<file path="config.mk">
export PLATFORM = sky130hd
export DESIGN_NAME = json_string_unescape_utf8_core
export DESIGN_NICKNAME = d
export VERILOG_FILES = /design/src/design/jsu_pkg.sv /design/src/design/json_string_unescape_utf8_core.sv /design/src/design/jsu_front.sv /design/src/design/jsu_fifo.sv /design/src/design/jsu_back.sv
export SDC_FILE = /design/constraint.sdc
export NUM_CORES = 1
export LEC_CHECK = 0
export ABC_AREA = 0
export BUFFER_PORTS_ARGS = -buffer_cell sky130_fd_sc_hd__buf_2
export CORE_MARGIN = 2
export CORE_UTILIZATION = 55
export DETAILED_ROUTE_END_ITERATION = 8
export PLACE_DENSITY = 0.69
export SYNTH_ARGS = -nofsm -noshare
export SYNTH_HDL_FRONTEND = slang
export SYNTH_SLANG_ARGS = --single-unit
</file>
<file path="constraint.sdc">
create_clock -name clk -period 5.38 [get_ports clk]
set_input_delay 0 -clock clk [delete_from_list [all_inputs] [get_ports clk]]
set_output_delay 0 -clock clk [all_outputs]
set_load 0.02 [all_outputs]
</file>
<file path="src/design/jsu_pkg.sv">
// shared types and constants for the json string unescape block
`default_nettype none

package jsu_pkg;

  localparam int MAX_RESULTS = 6;

  // decoder modes
  typedef enum logic [2:0] {
    MODE_PLAIN   = 3'd0,
    MODE_ESC     = 3'd1,
    MODE_HEX1    = 3'd2,
    MODE_WAIT_BS = 3'd3,
    MODE_WAIT_U  = 3'd4,
    MODE_HEX2    = 3'd5
  } jsu_mode_t;

  // result status codes
  typedef enum logic [2:0] {
    ST_DATA    = 3'd0,
    ST_DONE    = 3'd1,
    ST_CTRL    = 3'd2,
    ST_BAD_ESC = 3'd3,
    ST_BAD_HEX = 3'd4,
    ST_UNTERM  = 3'd5
  } jsu_status_t;

  // all results caused by one input item; status applies to the final entry
  typedef struct packed {
    logic [2:0]                    cnt;
    jsu_status_t                   status;
    logic [MAX_RESULTS-1:0][7:0]   bytes;
  } jsu_burst_t;

  typedef struct packed {
    logic [2:0]       n;
    logic [3:0][7:0]  bytes;
  } jsu_utf8_t;

  localparam logic [7:0] CH_QUOTE  = 8'h22;
  localparam logic [7:0] CH_BSLASH = 8'h5C;
  localparam logic [7:0] CH_SLASH  = 8'h2F;
  localparam logic [7:0] CH_U      = 8'h75;
  localparam logic [7:0] CH_B      = 8'h62;
  localparam logic [7:0] CH_F      = 8'h66;
  localparam logic [7:0] CH_N      = 8'h6E;
  localparam logic [7:0] CH_R      = 8'h72;
  localparam logic [7:0] CH_T      = 8'h74;
  localparam logic [7:0] CTRL_LIMIT = 8'h20;

  localparam logic [7:0] REPL_B0 = 8'hEF;
  localparam logic [7:0] REPL_B1 = 8'hBF;
  localparam logic [7:0] REPL_B2 = 8'hBD;

endpackage

`default_nettype wire

</file>
<file path="src/design/json_string_unescape_utf8_core.sv">
// top level of the json string unescaper: decoder, burst queue and output serializer
`default_nettype none

// Takes the bytes after the opening quote of a JSON string, one byte per input
// item (in_tuser[0] set marks end of input with no byte), and returns the decoded
// UTF-8 bytes, then one terminating item whose out_tuser status says how the
// string ended; out_tlast flags the last result of each input item. The decoder
// takes one input item every cycle as long as the burst queue (QUEUE_DEPTH
// entries) has room; each item that causes results pushes one burst of 1 to 6
// results, and the serializer drives one result item per cycle whenever
// out_tready allows it. Each result is written into the burst queue and then
// registered in the serializer before it is presented. After a terminating
// result the decoder is back at the start of a new string.
module json_string_unescape_utf8_core #(
  parameter int QUEUE_DEPTH = 4
) (
  input  wire         clk,
  input  wire         rst_n,
  input  wire         in_tvalid,
  output logic        in_tready,
  input  wire  [7:0]  in_tdata,   // [7:0] data_byte
  input  wire  [0:0]  in_tuser,   // [0] end_mark
  output logic        out_tvalid,
  input  wire         out_tready,
  output logic [7:0]  out_tdata,  // [7:0] out_byte
  output logic [2:0]  out_tuser,  // [2:0] status
  output logic        out_tlast   // last_of_run
);

  logic                push, q_full, q_valid, q_pop;
  jsu_pkg::jsu_burst_t burst, q_head;

  jsu_front u_front (
    .clk       (clk),
    .rst_n     (rst_n),
    .in_tvalid (in_tvalid),
    .in_tready (in_tready),
    .in_tdata  (in_tdata),
    .in_tuser  (in_tuser),
    .q_full    (q_full),
    .push      (push),
    .burst     (burst)
  );

  jsu_fifo #(
    .DEPTH (QUEUE_DEPTH)
  ) u_fifo (
    .clk     (clk),
    .rst_n   (rst_n),
    .push    (push),
    .wr_data (burst),
    .full    (q_full),
    .pop     (q_pop),
    .q_valid (q_valid),
    .q_head  (q_head)
  );

  jsu_back u_back (
    .clk        (clk),
    .rst_n      (rst_n),
    .q_valid    (q_valid),
    .q_head     (q_head),
    .q_pop      (q_pop),
    .out_tvalid (out_tvalid),
    .out_tready (out_tready),
    .out_tdata  (out_tdata),
    .out_tuser  (out_tuser),
    .out_tlast  (out_tlast)
  );

endmodule

`default_nettype wire

</file>
<file path="src/design/jsu_front.sv">
// front end: escape and surrogate decoding, one item per cycle while the queue has room, emits result bursts
`default_nettype none

module jsu_front (
  input  wire                  clk,
  input  wire                  rst_n,
  input  wire                  in_tvalid,
  output logic                 in_tready,
  input  wire  [7:0]           in_tdata,   // [7:0] data_byte
  input  wire  [0:0]           in_tuser,   // [0] end_mark
  input  wire                  q_full,
  output logic                 push,
  output jsu_pkg::jsu_burst_t  burst
);

  jsu_pkg::jsu_mode_t mode_r, mode_nxt;
  logic [1:0]  hcnt_r, hcnt_nxt;
  logic [15:0] acc_r, acc_nxt;
  logic [9:0]  off_r, off_nxt;

  logic        fire;
  logic [7:0]  b;
  logic        endm;
  logic [3:0]  hexv;
  logic        hex_ok;
  logic [15:0] unit;
  logic        unit_hi, unit_lo;
  logic [20:0] pair_cp, cp_sel;
  logic        esc_ok;
  logic [7:0]  esc_val;
  jsu_pkg::jsu_utf8_t   enc, pay, plain_pay, esc_pay;
  jsu_pkg::jsu_status_t term, plain_term, esc_term;
  logic        rep;

  function automatic jsu_pkg::jsu_utf8_t utf8_enc(input logic [20:0] cp);
    jsu_pkg::jsu_utf8_t r;
    r.n     = 3'd0;
    r.bytes = '0;
    if (cp < 21'h80) begin
      r.n        = 3'd1;
      r.bytes[0] = cp[7:0];
    end else if (cp < 21'h800) begin
      r.n        = 3'd2;
      r.bytes[0] = {3'b110, cp[10:6]};
      r.bytes[1] = {2'b10, cp[5:0]};
    end else if (cp < 21'h10000) begin
      r.n        = 3'd3;
      r.bytes[0] = {4'b1110, cp[15:12]};
      r.bytes[1] = {2'b10, cp[11:6]};
      r.bytes[2] = {2'b10, cp[5:0]};
    end else begin
      r.n        = 3'd4;
      r.bytes[0] = {5'b11110, cp[20:18]};
      r.bytes[1] = {2'b10, cp[17:12]};
      r.bytes[2] = {2'b10, cp[11:6]};
      r.bytes[3] = {2'b10, cp[5:0]};
    end
    return r;
  endfunction

  assign in_tready = !q_full;
  assign fire      = in_tvalid && !q_full;
  assign b         = in_tdata;
  assign endm      = in_tuser[0];

  always_comb begin
    hex_ok = 1'b1;
    hexv   = 4'd0;
    if (b >= 8'h30 && b <= 8'h39) begin
      hexv = b[3:0];
    end else if ((b >= 8'h61 && b <= 8'h66) || (b >= 8'h41 && b <= 8'h46)) begin
      hexv = b[3:0] + 4'd9;
    end else begin
      hex_ok = 1'b0;
    end
  end

  assign unit    = {acc_r[11:0], hexv};
  assign unit_hi = (unit[15:10] == 6'b110110);
  assign unit_lo = (unit[15:10] == 6'b110111);
  assign pair_cp = {({1'b0, off_r} + 11'h040), unit[9:0]};

  // lone low surrogate in a first unit encodes as the replacement character
  always_comb begin
    if (mode_r == jsu_pkg::MODE_HEX2 && unit_lo) begin
      cp_sel = pair_cp;
    end else if (unit_lo) begin
      cp_sel = 21'h00FFFD;
    end else begin
      cp_sel = {5'd0, unit};
    end
  end

  assign enc = utf8_enc(cp_sel);

  always_comb begin
    esc_ok  = 1'b1;
    esc_val = 8'h00;
    case (b)
      jsu_pkg::CH_QUOTE, jsu_pkg::CH_BSLASH, jsu_pkg::CH_SLASH: esc_val = b;
      jsu_pkg::CH_B: esc_val = 8'h08;
      jsu_pkg::CH_F: esc_val = 8'h0C;
      jsu_pkg::CH_N: esc_val = 8'h0A;
      jsu_pkg::CH_R: esc_val = 8'h0D;
      jsu_pkg::CH_T: esc_val = 8'h09;
      default: esc_ok = 1'b0;
    endcase
  end

  // plain byte and escape letter results, shared by several modes
  always_comb begin
    plain_pay  = '0;
    plain_term = jsu_pkg::ST_DATA;
    if (b == jsu_pkg::CH_QUOTE) begin
      plain_term = jsu_pkg::ST_DONE;
    end else if (b < jsu_pkg::CTRL_LIMIT) begin
      plain_term = jsu_pkg::ST_CTRL;
    end else if (b != jsu_pkg::CH_BSLASH) begin
      plain_pay.n        = 3'd1;
      plain_pay.bytes[0] = b;
    end
    esc_pay  = '0;
    esc_term = jsu_pkg::ST_DATA;
    if (esc_ok) begin
      esc_pay.n        = 3'd1;
      esc_pay.bytes[0] = esc_val;
    end else if (b != jsu_pkg::CH_U) begin
      esc_term = jsu_pkg::ST_BAD_ESC;
    end
  end

  // results of this item
  always_comb begin
    rep  = 1'b0;
    pay  = '0;
    term = jsu_pkg::ST_DATA;
    if (endm) begin
      rep = (mode_r == jsu_pkg::MODE_WAIT_BS) || (mode_r == jsu_pkg::MODE_WAIT_U);
      if (mode_r == jsu_pkg::MODE_HEX1 || mode_r == jsu_pkg::MODE_HEX2) begin
        term = jsu_pkg::ST_BAD_HEX;
      end else begin
        term = jsu_pkg::ST_UNTERM;
      end
    end else begin
      case (mode_r)
        jsu_pkg::MODE_ESC: begin
          pay  = esc_pay;
          term = esc_term;
        end
        jsu_pkg::MODE_HEX1, jsu_pkg::MODE_HEX2: begin
          if (!hex_ok) begin
            term = jsu_pkg::ST_BAD_HEX;
          end else if (hcnt_r == 2'd3) begin
            if (mode_r == jsu_pkg::MODE_HEX2 && !unit_lo) begin
              rep = 1'b1;
            end
            if (!unit_hi) begin
              pay = enc;
            end
          end
        end
        jsu_pkg::MODE_WAIT_BS: begin
          if (b != jsu_pkg::CH_BSLASH) begin
            rep  = 1'b1;
            pay  = plain_pay;
            term = plain_term;
          end
        end
        jsu_pkg::MODE_WAIT_U: begin
          if (b != jsu_pkg::CH_U) begin
            rep  = 1'b1;
            pay  = esc_pay;
            term = esc_term;
          end
        end
        default: begin
          pay  = plain_pay;
          term = plain_term;
        end
      endcase
    end
  end

  always_comb begin
    burst.status = term;
    burst.cnt    = {1'b0, rep, rep} + pay.n
                   + {2'b00, (term != jsu_pkg::ST_DATA)};
    if (rep) begin
      burst.bytes = {pay.bytes[2], pay.bytes[1], pay.bytes[0],
                     jsu_pkg::REPL_B2, jsu_pkg::REPL_B1, jsu_pkg::REPL_B0};
    end else begin
      burst.bytes = {16'h0000, pay.bytes};
    end
  end

  assign push = fire && (burst.cnt != 3'd0);

  // next state
  always_comb begin
    mode_nxt = mode_r;
    hcnt_nxt = hcnt_r;
    acc_nxt  = acc_r;
    off_nxt  = off_r;
    if (endm) begin
      mode_nxt = jsu_pkg::MODE_PLAIN;
    end else begin
      case (mode_r)
        jsu_pkg::MODE_ESC: begin
          mode_nxt = (b == jsu_pkg::CH_U) ? jsu_pkg::MODE_HEX1 : jsu_pkg::MODE_PLAIN;
          hcnt_nxt = 2'd0;
          acc_nxt  = 16'h0000;
        end
        jsu_pkg::MODE_HEX1, jsu_pkg::MODE_HEX2: begin
          if (hcnt_r != 2'd3) begin
            hcnt_nxt = hcnt_r + 2'd1;
            acc_nxt  = unit;
          end else begin
            hcnt_nxt = 2'd0;
            acc_nxt  = 16'h0000;
            if (unit_hi) begin
              mode_nxt = jsu_pkg::MODE_WAIT_BS;
              off_nxt  = unit[9:0];
            end else begin
              mode_nxt = jsu_pkg::MODE_PLAIN;
            end
          end
        end
        jsu_pkg::MODE_WAIT_BS: begin
          mode_nxt = (b == jsu_pkg::CH_BSLASH) ? jsu_pkg::MODE_WAIT_U
                                               : jsu_pkg::MODE_PLAIN;
        end
        jsu_pkg::MODE_WAIT_U: begin
          mode_nxt = (b == jsu_pkg::CH_U) ? jsu_pkg::MODE_HEX2 : jsu_pkg::MODE_PLAIN;
          hcnt_nxt = 2'd0;
          acc_nxt  = 16'h0000;
        end
        default: begin
          mode_nxt = (b == jsu_pkg::CH_BSLASH) ? jsu_pkg::MODE_ESC : jsu_pkg::MODE_PLAIN;
        end
      endcase
    end
    // a terminating result returns everything to the start of a string
    if (term != jsu_pkg::ST_DATA) begin
      mode_nxt = jsu_pkg::MODE_PLAIN;
      hcnt_nxt = 2'd0;
      acc_nxt  = 16'h0000;
      off_nxt  = 10'd0;
    end
  end

  always_ff @(posedge clk) begin
    if (!rst_n) begin
      mode_r <= jsu_pkg::MODE_PLAIN;
      hcnt_r <= 2'd0;
      acc_r  <= 16'h0000;
      off_r  <= 10'd0;
    end else if (fire) begin
      mode_r <= mode_nxt;
      hcnt_r <= hcnt_nxt;
      acc_r  <= acc_nxt;
      off_r  <= off_nxt;
    end
  end

endmodule

`default_nettype wire

</file>
<file path="src/design/jsu_fifo.sv">
// short burst queue between the decoder and the output serializer
`default_nettype none

module jsu_fifo #(
  parameter int DEPTH = 4
) (
  input  wire                  clk,
  input  wire                  rst_n,
  input  wire                  push,
  input  jsu_pkg::jsu_burst_t  wr_data,
  output logic                 full,
  input  wire                  pop,
  output logic                 q_valid,
  output jsu_pkg::jsu_burst_t  q_head
);

  localparam int PW = (DEPTH > 1) ? $clog2(DEPTH) : 1;
  localparam int CW = $clog2(DEPTH + 1);

  jsu_pkg::jsu_burst_t mem [DEPTH];
  logic [PW-1:0] wr_ptr_r, wr_ptr_nxt;
  logic [PW-1:0] rd_ptr_r, rd_ptr_nxt;
  logic [CW-1:0] cnt_r, cnt_nxt;

  assign full    = (cnt_r == CW'(DEPTH));
  assign q_valid = (cnt_r != '0);
  assign q_head  = mem[rd_ptr_r];

  always_comb begin
    wr_ptr_nxt = (wr_ptr_r == PW'(DEPTH - 1)) ? '0 : wr_ptr_r + 1'b1;
    rd_ptr_nxt = (rd_ptr_r == PW'(DEPTH - 1)) ? '0 : rd_ptr_r + 1'b1;
    case ({push, pop})
      2'b10:   cnt_nxt = cnt_r + 1'b1;
      2'b01:   cnt_nxt = cnt_r - 1'b1;
      default: cnt_nxt = cnt_r;
    endcase
  end

  always_ff @(posedge clk) begin
    if (!rst_n) begin
      wr_ptr_r <= '0;
      rd_ptr_r <= '0;
      cnt_r    <= '0;
    end else begin
      if (push) begin
        wr_ptr_r <= wr_ptr_nxt;
      end
      if (pop) begin
        rd_ptr_r <= rd_ptr_nxt;
      end
      cnt_r <= cnt_nxt;
    end
  end

  always_ff @(posedge clk) begin
    if (push) begin
      mem[wr_ptr_r] <= wr_data;
    end
  end

`ifndef NO_ASSERTIONS
  a_cnt_bound: assert property (@(posedge clk) disable iff (!rst_n)
    cnt_r <= CW'(DEPTH))
    else $error("queue count exceeds depth");
`endif

endmodule

`default_nettype wire

</file>
<file path="src/design/jsu_back.sv">
// back end: walks each queued burst and drives one result item per cycle while out_tready allows
`default_nettype none

module jsu_back (
  input  wire                  clk,
  input  wire                  rst_n,
  input  wire                  q_valid,
  input  jsu_pkg::jsu_burst_t  q_head,
  output logic                 q_pop,
  output logic                 out_tvalid,
  input  wire                  out_tready,
  output logic [7:0]           out_tdata,  // [7:0] out_byte
  output logic [2:0]           out_tuser,  // [2:0] status
  output logic                 out_tlast   // last_of_run
);

  logic        out_valid_r;
  logic [2:0]  idx_r, idx_nxt;
  logic [7:0]  byte_r, byte_nxt;
  logic [2:0]  status_r, status_nxt;
  logic        last_r;
  logic        load, last;

  assign load  = q_valid && (!out_valid_r || out_tready);
  assign last  = (idx_r == q_head.cnt - 3'd1);
  assign q_pop = load && last;

  always_comb begin
    idx_nxt = last ? 3'd0 : idx_r + 3'd1;
    if (last && q_head.status != jsu_pkg::ST_DATA) begin
      byte_nxt   = 8'h00;
      status_nxt = q_head.status;
    end else begin
      byte_nxt   = q_head.bytes[idx_r];
      status_nxt = jsu_pkg::ST_DATA;
    end
  end

  always_ff @(posedge clk) begin
    if (!rst_n) begin
      out_valid_r <= 1'b0;
      idx_r       <= 3'd0;
    end else if (load) begin
      out_valid_r <= 1'b1;
      idx_r       <= idx_nxt;
    end else if (out_tready) begin
      out_valid_r <= 1'b0;
    end
  end

  always_ff @(posedge clk) begin
    if (load) begin
      byte_r   <= byte_nxt;
      status_r <= status_nxt;
      last_r   <= last;
    end
  end

  assign out_tvalid = out_valid_r;
  assign out_tdata  = byte_r;
  assign out_tuser  = status_r;
  assign out_tlast  = last_r;

`ifndef NO_ASSERTIONS
  a_status_last: assert property (@(posedge clk) disable iff (!rst_n)
    (out_valid_r && !last_r) |-> (status_r == jsu_pkg::ST_DATA))
    else $error("terminating status before the end of a burst");
  a_status_zero: assert property (@(posedge clk) disable iff (!rst_n)
    (out_valid_r && status_r != jsu_pkg::ST_DATA) |-> (byte_r == 8'h00))
    else $error("status item carries a data byte");
  a_burst_len: assert property (@(posedge clk) disable iff (!rst_n)
    q_valid |-> (q_head.cnt != 3'd0 && q_head.cnt <= 3'(jsu_pkg::MAX_RESULTS)))
    else $error("queued burst has an illegal length");
`endif

endmodule

`default_nettype wire
</file>
# Word level (Yosys, flattened, before mapping)

Memories as Yosys holds them, arrays and structs flattened. A register that Yosys moved wholly into a read port is not among the register bits.
Cells that the tools add are included.

Input port bits: 13
RAM bits: 216
Memories kept: 1
Register bits after elaboration: 50
Logic and storage cells: 181
Output and inout port bits: 14

Memories:

| name       | depth | width | rd ports | clocked after memory_dff | wr ports | RTL line       | source |
|---|---|---|---|---|---|---|---|
| u_fifo.mem | 4     | 54    | 1        | 1                        | 1        | jsu_fifo.sv:20 | `jsu_pkg::jsu_burst_t mem [DEPTH];` |

Mux-type cells: 84
Reduce and logical (&&, ||, !) cells: 33
Add/sub/neg operators: 11
Equal/unequal tests: 29
Magnitude comparators: 11

Operators with widths:

| cell                 | number |
|---|---|
| $mux 35              | 5 |
| $pmux 35 s4          | 1 |
| $eq 8x7->1 const B   | 7 |
| $mux 8               | 7 |
| $mux 3               | 17 |
| $mux 10              | 5 |
| $mux 16              | 3 |
| $mux 48              | 1 |
| $pmux 8 s6           | 1 |
| $mux 12              | 3 |
| $mux 33              | 1 |
| $bmux 8 s3           | 1 |
| $mux 24              | 1 |
| $pmux 12 s2          | 1 |
| $pmux 3 s4           | 2 |
| $mux 2               | 11 |
| $mux 22              | 1 |
| $lt 21x12->1 const B | 1 |
| $lt 21x17->1 const B | 1 |
| $lt 21x8->1 const B  | 1 |
| $mux 21              | 1 |
| $mux 1               | 17 |
| $eq 8x6->1 const B   | 2 |
| $ge 8x7->1 const B   | 2 |
| other kinds (38)     | 75 |

# Depth between registers and ports, before layout

Gate-level depths: netlist of the first run.

Depth in word-level cells: 22
Mapped depth: 22
Gate-level depth less buffers: 21

# Modules after synthesis

Synthesis of the first run repeated with hierarchy kept, for this count alone.

Cell total of the unflattened synthesis: 869
Area total of the unflattened synthesis: 12,558.3 um^2

By module, submodules not included:

| module    | times used | cells an instance | sequential area each (um^2) | area each (um^2) |
|---|---|---|---|---|
| jsu_fifo  | 1          | 329               | 6,666.4                     | 8,324.2 |
| jsu_front | 1          | 432               | 540.5                       | 3,114.2 |
| jsu_back  | 1          | 108               | 440.4                       | 1,119.8 |

# Worst setup path after synthesis of the first run

Ideal clock, no wire load.

Path kind: in2reg
Start: input port in_tdata[3]
End: memory u_fifo.mem[1][0] (netlist bit), enable pin
Buffers on the path: 2
Arrival: 4.525 ns
Stages on the path: 13
Data required time: 4.967 ns
Setup slack: 0.442 ns
Setup time: 0.413 ns
Cell sequence: or4b_1 or3_1 buf_6 a21oi_1 a311o_1 nand2_2 buf_2 fa_1 fa_1 and3_1 a21o_1 a211oi_4 and2_1

Cells in the longest elaborated chain, start to end: 22
Elaborated cells on any way between the ends: 68
Classes of those cells: add/sub: 3; order compare: 10; eq/ne: 10; mux: 37; reduce/logical: 8

Ends and longest elaborated chain:

| what                                            | RTL line                             | source |
|---|---|---|
| from (decl)                                     | json_string_unescape_utf8_core.sv:21 | `input wire [7:0] in_tdata,` |
| $ge 8x7->1 / $le 8x7->1 (equally long branches) | jsu_front.sv:71                      | `end else if ((b >= 8'h61 && b <= 8'h66) \|\| (b >= 8'h41 && b <= 8'h46)) begin` |
| $logic_and 1x1->1                               | jsu_front.sv:71                      |  |
| $logic_or 1x1->1                                | jsu_front.sv:71                      |  |
| $mux 4                                          | jsu_front.sv:71                      |  |
| $mux 4                                          | jsu_front.sv:69                      | `if (b >= 8'h30 && b <= 8'h39) begin` |
| $mux 16                                         | jsu_front.sv:87                      | `end else if (unit_lo) begin` |
| $mux 21                                         | jsu_front.sv:85                      | `if (mode_r == jsu_pkg::MODE_HEX2 && unit_lo) begin` |
| $lt 21x17->1                                    | jsu_front.sv:46                      | `end else if (cp < 21'h10000) begin` |
| (+6 left out)                                   | n/a                                  |  |
| $pmux 35 s4                                     | jsu_front.sv:145                     | `case (mode_r)` |
| $mux 35                                         | jsu_front.sv:137                     | `if (endm) begin` |
| $add 2x3->3                                     | jsu_front.sv:186                     | `burst.cnt = {1'b0, rep, rep} + pay.n` |
| $add 3x1->3 *                                   | jsu_front.sv:187                     | `+ {2'b00, (term != jsu_pkg::ST_DATA)};` |
| $reduce_bool 3->1 *                             | jsu_front.sv:196                     | `assign push = fire && (burst.cnt != 3'd0);` |
| $logic_and 1x1->1 *                             | jsu_front.sv:196                     |  |
| $mux 1 *                                        | jsu_fifo.sv:56                       | `if (push) begin` |
| $mux 1 (not written as such) *                  | jsu_fifo.sv:57                       | `mem[wr_ptr_r] <= wr_data;` |
| to (decl)                                       | jsu_fifo.sv:20                       |  |

Mark *: on every way between the ends. The rest lies on a longest branch, timed or not.

# Worst setup path in the final report of the first run

Start: register u_front.mode_r[0]
End: register u_fifo.cnt_r[2]

Cells in the longest elaborated chain, start to end: 18
Elaborated cells on any way between the ends: 39
Classes of those cells: add/sub: 2; order compare: 3; eq/ne: 7; mux: 18; reduce/logical: 9

Ends and longest elaborated chain:

| what                                                   | RTL line         | source |
|---|---|---|
| from (decl)                                            | jsu_front.sv:16  | `jsu_pkg::jsu_mode_t mode_r, mode_nxt;` |
| from (signal assigned)                                 | jsu_front.sv:253 | `mode_r <= jsu_pkg::MODE_PLAIN;` |
| from (signal assigned)                                 | jsu_front.sv:258 | `mode_r <= mode_nxt;` |
| $eq 3x3->1                                             | n/a              |  |
| $logic_and 1x1->1                                      | jsu_front.sv:85  |  |
| $mux 21                                                | jsu_front.sv:85  |  |
| $lt 21x17->1                                           | jsu_front.sv:46  |  |
| $mux 3                                                 | jsu_front.sv:46  |  |
| $mux 3                                                 | jsu_front.sv:42  | `end else if (cp < 21'h800) begin` |
| $mux 3                                                 | jsu_front.sv:39  | `if (cp < 21'h80) begin` |
| $mux 35                                                | jsu_front.sv:157 | `if (!unit_hi) begin` |
| (+2 left out)                                          | n/a              |  |
| $pmux 35 s4                                            | jsu_front.sv:145 |  |
| $mux 35                                                | jsu_front.sv:137 |  |
| $add 2x3->3                                            | jsu_front.sv:186 |  |
| $add 3x1->3 *                                          | jsu_front.sv:187 |  |
| $reduce_bool 3->1 *                                    | jsu_front.sv:196 |  |
| $logic_and 1x1->1 *                                    | jsu_front.sv:196 |  |
| $eq 2x1->1 / $eq 2x2->1 (equally long branches)        | jsu_fifo.sv:32   | `case ({push, pop})` |
| $pmux 3 s2 / $reduce_bool 2->1 (equally long branches) | n/a              |  |
| to (signal assigned)                                   | jsu_fifo.sv:51   | `cnt_r <= cnt_nxt;` |
| to (decl)                                              | jsu_fifo.sv:23   | `logic [CW-1:0] cnt_r, cnt_nxt;` |

Marks and branches as above.
A chain may end at the register's enable or synchronous reset.

==> summary.txt, run 1 <==
Worst setup path
  – Endpoint type of the worst setup path: register
  – Slowest-stage cell, CP: dfxtp_1
  – Setup CP Type: reg2reg
  – Reg-to-reg startpoint: u_front.mode_r[0]
  – Most frequent cell on the critical path: fa_1
  – Cell Chain, Critical Path: nand3b_1 -> nor4b_1 -> o211a_1 -> nand2_1 -> nor2_1 -> o211ai_1 -> nand2_1 -> fa_1 -> fa_1 -> and3_1 -> a21o_1 -> a211oi_4 -> inv_1 -> ha_1 -> inv_1 -> fa_1 -> xor2_1 -> or3_1 -> a21oi_1
  – Largest delay contributor family on the critical path: simple AND/OR/NAND/NOR gates
  – CP required: 5830 ps
  – Worst path arrival time: 5350 ps
  – Largest stage delay, worst path: 600 ps
  – Setup slack, reg-to-reg: 480 ps
  – Worst setup SP type: register
  – Worst-path maximum fanout: 15
  – Reg2Reg Depth: 19
  – Buf+Inv Stages, Crit Path: 2
  – Reg2reg end: u_fifo.cnt_r[2]

Clock network
  – Clock slew at reported path FFs: 70 ps
  – H-tree depth: 1
  – Root buffer cell: clkbuf_16
  – Clk_lat worst skew: 530 ps
  – CTS buffer count: 26
  – Maximum clock path buffer count: 3
  – Setup Fix Bufs, Post-CTS: 0
  – CTS tree: built
  – CTS sink count: 252

Global routing
  – Remaining global-route overflow: 0
  – Vias in the first global route: 7530
  – Tot GR Track Use: 0.261
  – Largest net degree at the start of global routing: 51
  – First-pass GRT wire length: 44000 µm
  – Initial antenna violation count: 0

Detailed routing
  – Antenna Nets Post-Route: 0
  – Vias: 7448
  – DRT iter0 DRCs: 565
  – DRC: 0
  – Routed len/inst: 24.3 µm
  – Overall routed net length: 28300 µm
  – Detailed Routing Iterations Pass 1: 5
  – Vias per inst: 6.40

Min path
  – Hold_sp: in_tdata[3]
  – Worst hold path cell count: 3
  – Worst hold path type: in2reg
  – Hold Crit Endpoint: u_fifo.mem[2][3]

Timing
  – Unrepaired setup endpoints after global routing: false
  – Setup violations, final: 0
  – Sum Neg Setup Slack: 0 ps
  – Skew final: 17.9 ps
  – Peak Freq: 204 MHz
  – Final hold violations: 0
  – Final worst slack: 477 ps
  – Actual slew at the worst max-slew pin: 1240 ps
  – Slew Limit Fails: 0
  – Fin crit share: 0.911
  – Crit path time final: 4900 ps
  – Relative slew slack: 0.167

Yosys
  – Syn nets: 863
  – Mapped Cells: 832
  – Synth warnings: 0
  – Synth Flop Type: edfxtp_1
  – Synth area leaders: edfxtp_1, mux4_2, dfxtp_1
  – Seq/Total Area, Yosys: 0.614
  – #FFs+latches synth: 252
  – Share of the synthesized area in the top cell type: 0.546
  – Synth async-reset ratio: 0
  – EDFF count, synth: 212
  – Area leader, netlist: edfxtp_1
  – Number of library cell types mapped by synthesis: 86
  – Synth Cell Area: 0.0117 mm²
  – Synth Area per Inst: 14.0 µm²

Layout
  – Final nets: 900
  – Layout cells sized above 1: 0.213
  – Leading cell type in the layout, fill and taps excluded: edfxtp_1
  – Area grow syn2layout: 12.2%
  – Commonest cells after routing, fill and taps aside: edfxtp_1, nor2_1, mux4_2, o21ai_0, nand2_1
  – Non-Filler Instances: 1164
  – Seq. cell area: 0.00717 mm²
  – Multi-input gate area: 0.00420 mm²
  – Antenna cells: 0
  – Fill cell count: 1582

Placement
  – Port bufs: 26
  – Pre-CTS setup slack: 419 ps
  – DP Cell Count: 1114
  – HPWL Detailed: 19500 µm
  – Placer Congestion: 0.931

Power
  – Peak VDD IR: 0.300 mV
  – PwrDens: 356 mW/mm²
  – Leak: 0.00447 µW

Flow run
  – Max-cap violations: 0

Die
  – FP Rows: 53
  – Core Footprint: 0.0209 mm²
  – Initial Utilization: 0.559
  – Total die area: 0.0224 mm²
  – # IOs: 27
  – Die outline width: 150 µm
  – Die span in y: 150 µm

Status
  – Status: complete, no violations
## layer usage
metal	vias to the layer above	GRT usage	wire length, µm
met1	3788	0.368	12000
met4	0	0.0811	726
met5	-	0	0
met2	285	0.426	13900
li1	3316	-	-
met3	59	0.0378	1740
## worst max path at each step
stage / from / end / slack (ps) / depth (start not counted)
finish: u_front.mode_r[0] / u_fifo.cnt_r[2] / 480 / 19
global route: u_front.mode_r[0] / u_fifo.cnt_r[2] / 20 / 19
CTS: u_front.mode_r[0] / u_fifo.cnt_r[2] / 370 / 19
detailed placement: u_front.mode_r[0] / u_fifo.cnt_r[2] / 420 / 19
global placement: u_front.mode_r[0] / u_fifo.cnt_r[2] / 650 / 19
floorplan: in_tdata[3] / u_fifo.mem[1][0] / 440 / 13
## flip-flops by register name, summed over array words and instances, names as in the netlist, named ones only
register / flops
u_fifo.rd_ptr_r: 2
u_back.out_tvalid: 1
u_front.hcnt_r: 2
u_fifo.wr_ptr_r: 2
u_back.out_tuser: 3
u_back.out_tlast: 1
u_fifo.cnt_r: 3
u_back.idx_r: 3
u_front.mode_r: 3
u_front.off_r: 10
u_fifo.mem: 200
u_front.acc_r: 12
u_back.out_tdata: 8
## cells in the mapped netlist (6+ instances only)
library cell / instances
edfxtp_1: 212
nor2_1: 82
mux4_2: 57
o21ai_0: 47
nand2_1: 45
dfxtp_1: 40
inv_1: 31
a21oi_1: 26
clkbuf_1: 22
ha_1: 15
nand3_1: 15
nor3_1: 15
a22oi_1: 11
and2_1: 11
a22o_1: 9
buf_2: 9
mux2i_1: 8
nor2_2: 8
o211ai_1: 8
xnor2_1: 8
a31oi_1: 7
mux2_2: 7
a211oi_1: 6
nand4_1: 6
nor3b_1: 6
o22ai_1: 6
## timing repair
item | in CTS | in global routing
hold buffers | 2 | 0
resized for setup | 0 | 1
endpoints found under the hold margin | 11 | 0
endpoints found under the setup margin | 0 | 1
## stage by stage
| step | util | hold WS, ps | total power [µW] | instance area, µm² |
|---|---|---|---|---|
| 6_report | 0.626 | 128 | 4650 | 13100 |
| 5_1_grt | 0.626 | 170 | 4800 | 13100 |
| 4_1_cts | 0.626 | 106 | 4680 | 13100 |
| 3_5_place_dp | 0.583 | 301 | 2860 | 12200 |
| 3_3_place_gp | 0.583 | 284 | 2840 | 12200 |
| 2_1_floorplan | - | 180 | 2670 | 11700 |
## cell families (layout without fill, tap and decap cells)
family          count (synthesis)  after routing  synth area share
compound gates                170            170             0.103
xor+xnor                       13             13           0.00976
buf+inv                        73            130            0.0277
mux                            72             72             0.124
flops                         252            252             0.614
simple gates                  234            234             0.101
fa+ha+maj                      18             18            0.0212
## final cells by class
cell class                      instances  area share
Tap cell                              275      0.0263
Timing Repair Buffer                   50      0.0279
Sequential cell                       252       0.548
Inverter                               32     0.00918
Clock inverter                         12      0.0129
Clock buffer                           36      0.0549
Multi-Input combinational cell        507       0.321
## worst reg2reg max path: cells and delay by family (launching register included)
kind | cells | cell delay [ps]
buffers and inverters | 2 | 170
adder cells (fa/ha/maj) | 4 | 1080
AND/OR/NAND/NOR | 7 | 1830
XOR/XNOR | 1 | 70
AO/OA/AOI/OAI | 5 | 1090
flip-flops | 1 | 600
## power by group
group          total (µW)  switching [µW]  internal [µW]
Clock                1840             714           1120
Sequential           2250            48.8           2200
Combinational         564             331            233
Total                4650            1090           3560
No activity file was read; power rests on OpenSTA's default activity.
==> inputs of run 2 (changes only) <==
--- a/config.mk
+++ b/config.mk
@@ -10,7 +10,7 @@
 export CORE_MARGIN = 2
 export CORE_UTILIZATION = 55
 export DETAILED_ROUTE_END_ITERATION = 8
-export PLACE_DENSITY = 0.69
+export PLACE_DENSITY = 0.78
 export SYNTH_ARGS = -nofsm -noshare
 export SYNTH_HDL_FRONTEND = slang
 export SYNTH_SLANG_ARGS = --single-unit
==> summary.txt, run 2 (synthesis results as in run 1) <==
Layout
  – Largest reg by FF count: u_fifo.mem (unchanged)
  – Non-Filler Instances: 1161 (was 1164)
  – Leading cell type in the layout, fill and taps excluded: edfxtp_1 (unchanged)
  – Multi-input gate area: 0.00419 mm² (was 0.00420 mm²)
  – Layout cells sized above 1: 0.210 (was 0.213)
  – Seq. cell area: 0.00717 mm² (unchanged)
  – Commonest cells after routing, fill and taps aside: edfxtp_1, nor2_1, mux4_2, o21ai_0, nand2_1 (unchanged)
  – Fill cell count: 1555 (was 1582)
  – Area grow syn2layout: 11.4% (was 12.2%)
  – Final nets: 898 (was 900)
  – Cell area after layout: 0.0130 mm² (was 0.0131 mm²)
  – Antenna cells: 0 (unchanged)
  – Max reg flops: 200 (unchanged)
  – Largest registers: u_fifo.mem (200), u_front.acc_r (12), u_front.off_r (10) (unchanged)

Worst setup path
  – Setup slack, reg-to-reg: 520 ps (was 480 ps)
  – Worst-path maximum fanout: 12 (was 15)
  – Worst path arrival time: 5310 ps (was 5350 ps)
  – Reg2reg end: u_fifo.cnt_r[2] (unchanged)
  – Slowest-stage cell, CP: o41ai_2 (was dfxtp_1)
  – Setup CP Type: reg2reg (unchanged)
  – Cell Chain, Critical Path: nand4b_1 -> o41ai_2 -> o211a_1 -> nand2_1 -> nor2_1 -> o211ai_1 -> nand2_1 -> fa_1 -> fa_1 -> and3_1 -> a21o_1 -> a211oi_4 -> inv_1 -> ha_1 -> inv_1 -> fa_1 -> xor2_1 -> or3_1 -> a21oi_1 (was nand3b_1 -> nor4b_1 -> o211a_1 -> nand2_1 -> nor2_1 -> o211ai_1 -> nand2_1 -> fa_1 -> fa_1 -> and3_1 -> a21o_1 -> a211oi_4 -> inv_1 -> ha_1 -> inv_1 -> fa_1 -> xor2_1 -> or3_1 -> a21oi_1)
  – Largest stage delay, worst path: 680 ps (was 600 ps)
  – Endpoint type of the worst setup path: register (unchanged)
  – Most frequent cell on the critical path: fa_1 (unchanged)
  – Worst setup SP type: register (unchanged)
  – CP required: 5830 ps (about the same)
  – Reg-to-reg startpoint: u_front.acc_r[7] (was u_front.mode_r[0])
  – Reg2Reg Depth: 19 (unchanged)

Detailed routing
  – DRC: 0 (unchanged)
  – Overall routed net length: 26700 µm (was 28300 µm)
  – Routed len/inst: 23.0 µm (was 24.3 µm)
  – DRT iter0 DRCs: 845 (was 565)
  – Detailed Routing Iterations Pass 1: 6 (was 5)
  – Vias per inst: 6.43 (was 6.40)
  – Vias: 7464 (was 7448)
  – Antenna Nets Post-Route: 0 (unchanged)

Global routing
  – First-pass GRT wire length: 41900 µm (was 44000 µm)
  – Largest net degree at the start of global routing: 51 (unchanged)
  – Tot GR Track Use: 0.247 (was 0.261)
  – Remaining global-route overflow: 0 (unchanged)
  – Initial antenna violation count: 0 (unchanged)
  – Vias in the first global route: 7244 (was 7530)

Power
  – Peak VDD IR: 0.235 mV (was 0.300 mV)
  – Leak: 0.00442 µW (was 0.00447 µW)
  – PwrDens: 348 mW/mm² (was 356 mW/mm²)

Min path
  – Worst hold path cell count: 2 (was 3)
  – Hold_sp: in_tuser (was in_tdata[3])
  – Hold Crit Endpoint: u_fifo.mem[2][49] (was u_fifo.mem[2][3])
  – Worst hold path type: in2reg (unchanged)

Flow run
  – Max-cap violations: 0 (unchanged)

Timing
  – Peak Freq: 206 MHz (was 204 MHz)
  – Fin crit share: 0.904 (was 0.911)
  – Relative slew slack: 0.180 (was 0.167)
  – Slew Limit Fails: 0 (unchanged)
  – Crit path time final: 4860 ps (was 4900 ps)
  – Sum Neg Setup Slack: 0 ps (unchanged)
  – Fin Hold WS: 178 ps (was 128 ps)
  – Actual slew at the worst max-slew pin: 1230 ps (was 1240 ps)
  – Setup violations, final: 0 (unchanged)
  – Unrepaired setup endpoints after global routing: false (unchanged)
  – Final hold violations: 0 (unchanged)
  – Skew final: 16.3 ps (was 17.9 ps)

Clock network
  – Setup Fix Bufs, Post-CTS: 0 (unchanged)
  – CTS tree: built (unchanged)
  – CTS buffer count: 26 (unchanged)
  – CTS sink count: 252 (unchanged)
  – Clk_lat worst skew: 530 ps (about the same)
  – Maximum clock path buffer count: 3 (unchanged)
  – H-tree depth: 1 (unchanged)
  – Clock slew at reported path FFs: 60 ps (was 70 ps)
  – Root buffer cell: clkbuf_16 (unchanged)

Placement
  – DP Cell Count: 1112 (was 1114)
  – Placer Congestion: 0.955 (was 0.931)
  – Post-place instance area: 0.0122 mm² (about the same)
  – HPWL Detailed: 17600 µm (was 19500 µm)
  – Port bufs: 26 (unchanged)

Die
  – Total die area: 0.0224 mm² (unchanged)
  – FP Rows: 53 (unchanged)
  – Die span in y: 150 µm (unchanged)
  – # IOs: 27 (unchanged)
  – Core Footprint: 0.0209 mm² (unchanged)
  – Initial Utilization: 0.559 (unchanged)
  – Die outline width: 150 µm (unchanged)

Status
  – Status: complete, no violations (unchanged)
run 2: routing by layer:
layer  track usage  vias up  wire [µm]
met5             0        -          0
met4        0.0887        0        980
met3        0.0402       69       2160
met2         0.389      364      12600
met1         0.353     3708      10900
li1              -     3323          -
run 2: worst max-delay path, delay by kind of cell (launching register included):
| kind | cells | cell delay, ps |
|---|---|---|
| compound gates | 6 | 1710 |
| simple gates | 6 | 1430 |
| xor+xnor | 1 | 80 |
| buf+inv | 2 | 160 |
| flops | 1 | 390 |
| fa+ha+maj | 4 | 1030 |
run 2: power breakdown:
part	total (µW)	internal, µW	switching, µW	leakage [µW]
Sequential	2250	2200	46.8	0.00239
Clock	1720	991	725	0.000388
Combinational	563	233	330	0.00164
Total	4530	3430	1100	0.00442
run 2: how the worst max path moves through the flow:
stage / from / end / depth (start not counted)
2_1_floorplan: in_tdata[3] / u_fifo.mem[1][0] / 13
3_3_place_gp: u_front.acc_r[9] / u_fifo.cnt_r[2] / 19
3_5_place_dp: u_front.acc_r[7] / u_fifo.cnt_r[2] / 19
4_1_cts: u_front.acc_r[7] / u_fifo.cnt_r[2] / 19
5_1_grt: u_front.acc_r[7] / u_fifo.cnt_r[2] / 19
6_report: u_front.acc_r[7] / u_fifo.cnt_r[2] / 19
run 2: final cells by class:
type	count	area share
sequential	252	0.552
tap	275	0.0265
timing repair buffer	48	0.0270
clock inverter	15	0.0113
inverter	32	0.00924
multi-input combinational	507	0.322
clock buffer	32	0.0518
run 2: metrics by stage:
step,utilization,setup WS [ps],total power (µW)
floorplan,-,442,2670
global placement,0.582,688,2830
detailed placement,0.582,605,2850
CTS,0.622,547,4560
global route,0.622,75.1,4680
finish,0.622,515,4530
run 2: repair_timing:
action / in CTS / in global routing
hold buffers: 2 / 0
endpoints found under the hold margin: 11 / 0
gates resized for setup: 0 / 0
==> inputs of run 3 (changes only) <==
--- a/config.mk
+++ b/config.mk
@@ -10,7 +10,7 @@
 export CORE_MARGIN = 2
 export CORE_UTILIZATION = 55
 export DETAILED_ROUTE_END_ITERATION = 8
-export PLACE_DENSITY = 0.78
+export PLACE_DENSITY = 0.71
 export SYNTH_ARGS = -nofsm -noshare
 export SYNTH_HDL_FRONTEND = slang
 export SYNTH_SLANG_ARGS = --single-unit
==> summary.txt, run 3 (synthesis results as in run 1) <==
Min path
  – Worst hold path type: in2reg (unchanged)
  – Worst hold path cell count: 3 (was 2)

Worst setup path
  – Slowest-stage cell, CP: nor4b_1 (was o41ai_2)
  – Worst path arrival time: 5440 ps (was 5310 ps)
  – Setup CP Type: reg2reg (unchanged)
  – Reg2Reg Depth: 20 (was 19)
  – Largest stage delay, worst path: 480 ps (was 680 ps)
  – Endpoint type of the worst setup path: register (unchanged)
  – Cell Chain, Critical Path: nand4b_1 -> buf_4 -> nor4b_1 -> o211a_1 -> nand2_1 -> nor2_1 -> o211ai_1 -> nand2_1 -> fa_1 -> fa_1 -> and3_1 -> a21o_1 -> a211oi_4 -> inv_1 -> ha_1 -> inv_1 -> fa_1 -> xor2_1 -> or3_1 -> a21oi_1 (was nand4b_1 -> o41ai_2 -> o211a_1 -> nand2_1 -> nor2_1 -> o211ai_1 -> nand2_1 -> fa_1 -> fa_1 -> and3_1 -> a21o_1 -> a211oi_4 -> inv_1 -> ha_1 -> inv_1 -> fa_1 -> xor2_1 -> or3_1 -> a21oi_1)
  – Most frequent cell on the critical path: fa_1 (unchanged)
  – Worst-path maximum fanout: 9 (was 12)
  – Worst setup SP type: register (unchanged)
  – CP required: 5820 ps (was 5830 ps)

Global routing
  – Vias in the first global route: 7602 (was 7244)
  – Remaining global-route overflow: 0 (unchanged)
  – Tot GR Track Use: 0.264 (was 0.247)
  – Initial antenna violation count: 0 (unchanged)
  – First-pass GRT wire length: 44200 µm (was 41900 µm)
  – Largest net degree at the start of global routing: 51 (unchanged)

Power
  – Peak VDD IR: 0.315 mV (was 0.235 mV)
  – Leak: 0.00452 µW (was 0.00442 µW)
  – PwrDens: 347 mW/mm² (was 348 mW/mm²)

Timing
  – Crit path time final: 5000 ps (was 4860 ps)
  – Sum Neg Setup Slack: 0 ps (unchanged)
  – Fin crit share: 0.929 (was 0.904)
  – Setup violations, final: 0 (unchanged)
  – Peak Freq: 200 MHz (was 206 MHz)
  – Skew final: 14.3 ps (was 16.3 ps)
  – Unrepaired setup endpoints after global routing: false (unchanged)
  – Final hold violations: 0 (unchanged)
  – Actual slew at the worst max-slew pin: 998 ps (was 1230 ps)
  – Slew Limit Fails: 0 (unchanged)
  – Fin Hold WS: 124 ps (was 178 ps)
  – Relative slew slack: 0.335 (was 0.180)

Clock network
  – CTS sink count: 252 (unchanged)
  – Clock slew at reported path FFs: 60 ps (about the same)
  – CTS tree: built (unchanged)
  – CTS buffer count: 25 (was 26)
  – Root buffer cell: clkbuf_16 (unchanged)
  – Maximum clock path buffer count: 3 (unchanged)
  – Clk_lat worst skew: 530 ps (about the same)
  – H-tree depth: 1 (unchanged)
  – Setup Fix Bufs, Post-CTS: 0 (unchanged)

Placement
  – HPWL Detailed: 19900 µm (was 17600 µm)
  – Port bufs: 26 (unchanged)
  – Placer Congestion: 0.944 (was 0.955)

Layout
  – Largest reg by FF count: u_fifo.mem (unchanged)
  – Final core utilization: 0.631 (was 0.622)
  – Max reg flops: 200 (unchanged)
  – Antenna cells: 0 (unchanged)
  – Layout cells sized above 1: 0.228 (was 0.210)
  – Final nets: 910 (was 898)
  – Commonest cells after routing, fill and taps aside: edfxtp_1, nor2_1, mux4_2, o21ai_0, nand2_1 (unchanged)
  – Largest registers: u_fifo.mem (200), u_front.acc_r (12), u_front.off_r (10) (unchanged)
  – Area grow syn2layout: 13.0% (was 11.4%)
  – Leading cell type in the layout, fill and taps excluded: edfxtp_1 (unchanged)

Detailed routing
  – Routed wl met3: 1940 µm (was 2160 µm)
  – Antenna Nets Post-Route: 0 (unchanged)
  – Routed len/inst: 24.5 µm (was 23.0 µm)
  – Met1 WL: 11700 µm (was 10900 µm)
  – DRC: 0 (unchanged)
  – Top sig layer: met4 (unchanged)
  – Vias: 7488 (was 7464)
  – Overall routed net length: 28700 µm (was 26700 µm)
  – Vias per inst: 6.38 (was 6.43)
  – Detailed Routing Iterations Pass 1: 6 (unchanged)
  – WL met2: 14200 µm (was 12600 µm)
  – DRT iter0 DRCs: 622 (was 845)

Die
  – Initial Utilization: 0.559 (unchanged)
  – Core Footprint: 0.0209 mm² (unchanged)
  – Total die area: 0.0224 mm² (unchanged)
  – # IOs: 27 (unchanged)
  – Die outline width: 150 µm (unchanged)
  – Die span in y: 150 µm (unchanged)
  – FP Rows: 53 (unchanged)

Flow run
  – Max-cap violations: 0 (unchanged)

Status
  – Status: complete, no violations (unchanged)
[run 3: cell count changes in the layout (fill, tap and decap cells not counted), sizes merged]
cell / change
buf: +13
clkinvlp: -1
clkinv: -1
clkbuf: +1
[run 3: routing by layer]
layer | up-vias | track usage
li1 | 3344 | -
met1 | 3802 | 0.354
met2 | 281 | 0.447
met3 | 61 | 0.0509
met4 | 0 | 0.0712
met5 | - | 0
[run 3: worst max-delay path, delay by kind of cell, from the launching register on]
| family | cells | cell delay, ps |
|---|---|---|
| AND/OR/NAND/NOR | 7 | 1920 |
| adder cells (fa/ha/maj) | 4 | 1070 |
| AO/OA/AOI/OAI | 5 | 980 |
| buffers and inverters | 3 | 450 |
| flip-flops | 1 | 400 |
| XOR/XNOR | 1 | 90 |
[run 3: layout make-up]
cell class	count	area, µm²
Timing Repair Buffer	61	523
Sequential cell	252	7170
Multi-Input combinational cell	507	4200
Clock buffer	33	696
Fill cell	1568	7700
Inverter	32	120
Tap cell	275	344
Clock inverter	13	125
[run 3: power by group]
group / total (µW) / leakage (µW) / internal, µW / switching [µW]
clock: 1730 / 0.000402 / 1010 / 725
combinational: 590 / 0.00173 / 250 / 340
sequential: 2250 / 0.00239 / 2200 / 44.9
[run 3: worst paths after layout]
kind / end / startpoint / slack (ps)
worst min register to register: u_front.hcnt_r[1] / u_front.hcnt_r[1] / 480
worst max register to register: u_fifo.cnt_r[2] / u_front.acc_r[7] / 380
worst min-delay path: u_fifo.mem[1][3] / in_tdata[3] / 120
worst max-delay path: u_fifo.cnt_r[2] / u_front.acc_r[7] / 380
[run 3: stage by stage]
stage,area [µm²],power (µW),setup slack (ps),cells
2_1_floorplan,11700,2670,442,832
3_3_place_gp,12300,2860,643,1125
3_5_place_dp,12300,2870,362,1125
4_1_cts,13200,4590,294,1173
5_1_grt,13200,4720,95.0,1173
6_report,13200,4570,380,1173
[run 3: repair_timing]
item,4_1_cts,5_1_grt
hold buffers,2,0
endpoints found under the hold margin,11,0
gates resized for setup,0,2
endpoints found under the setup margin,0,1
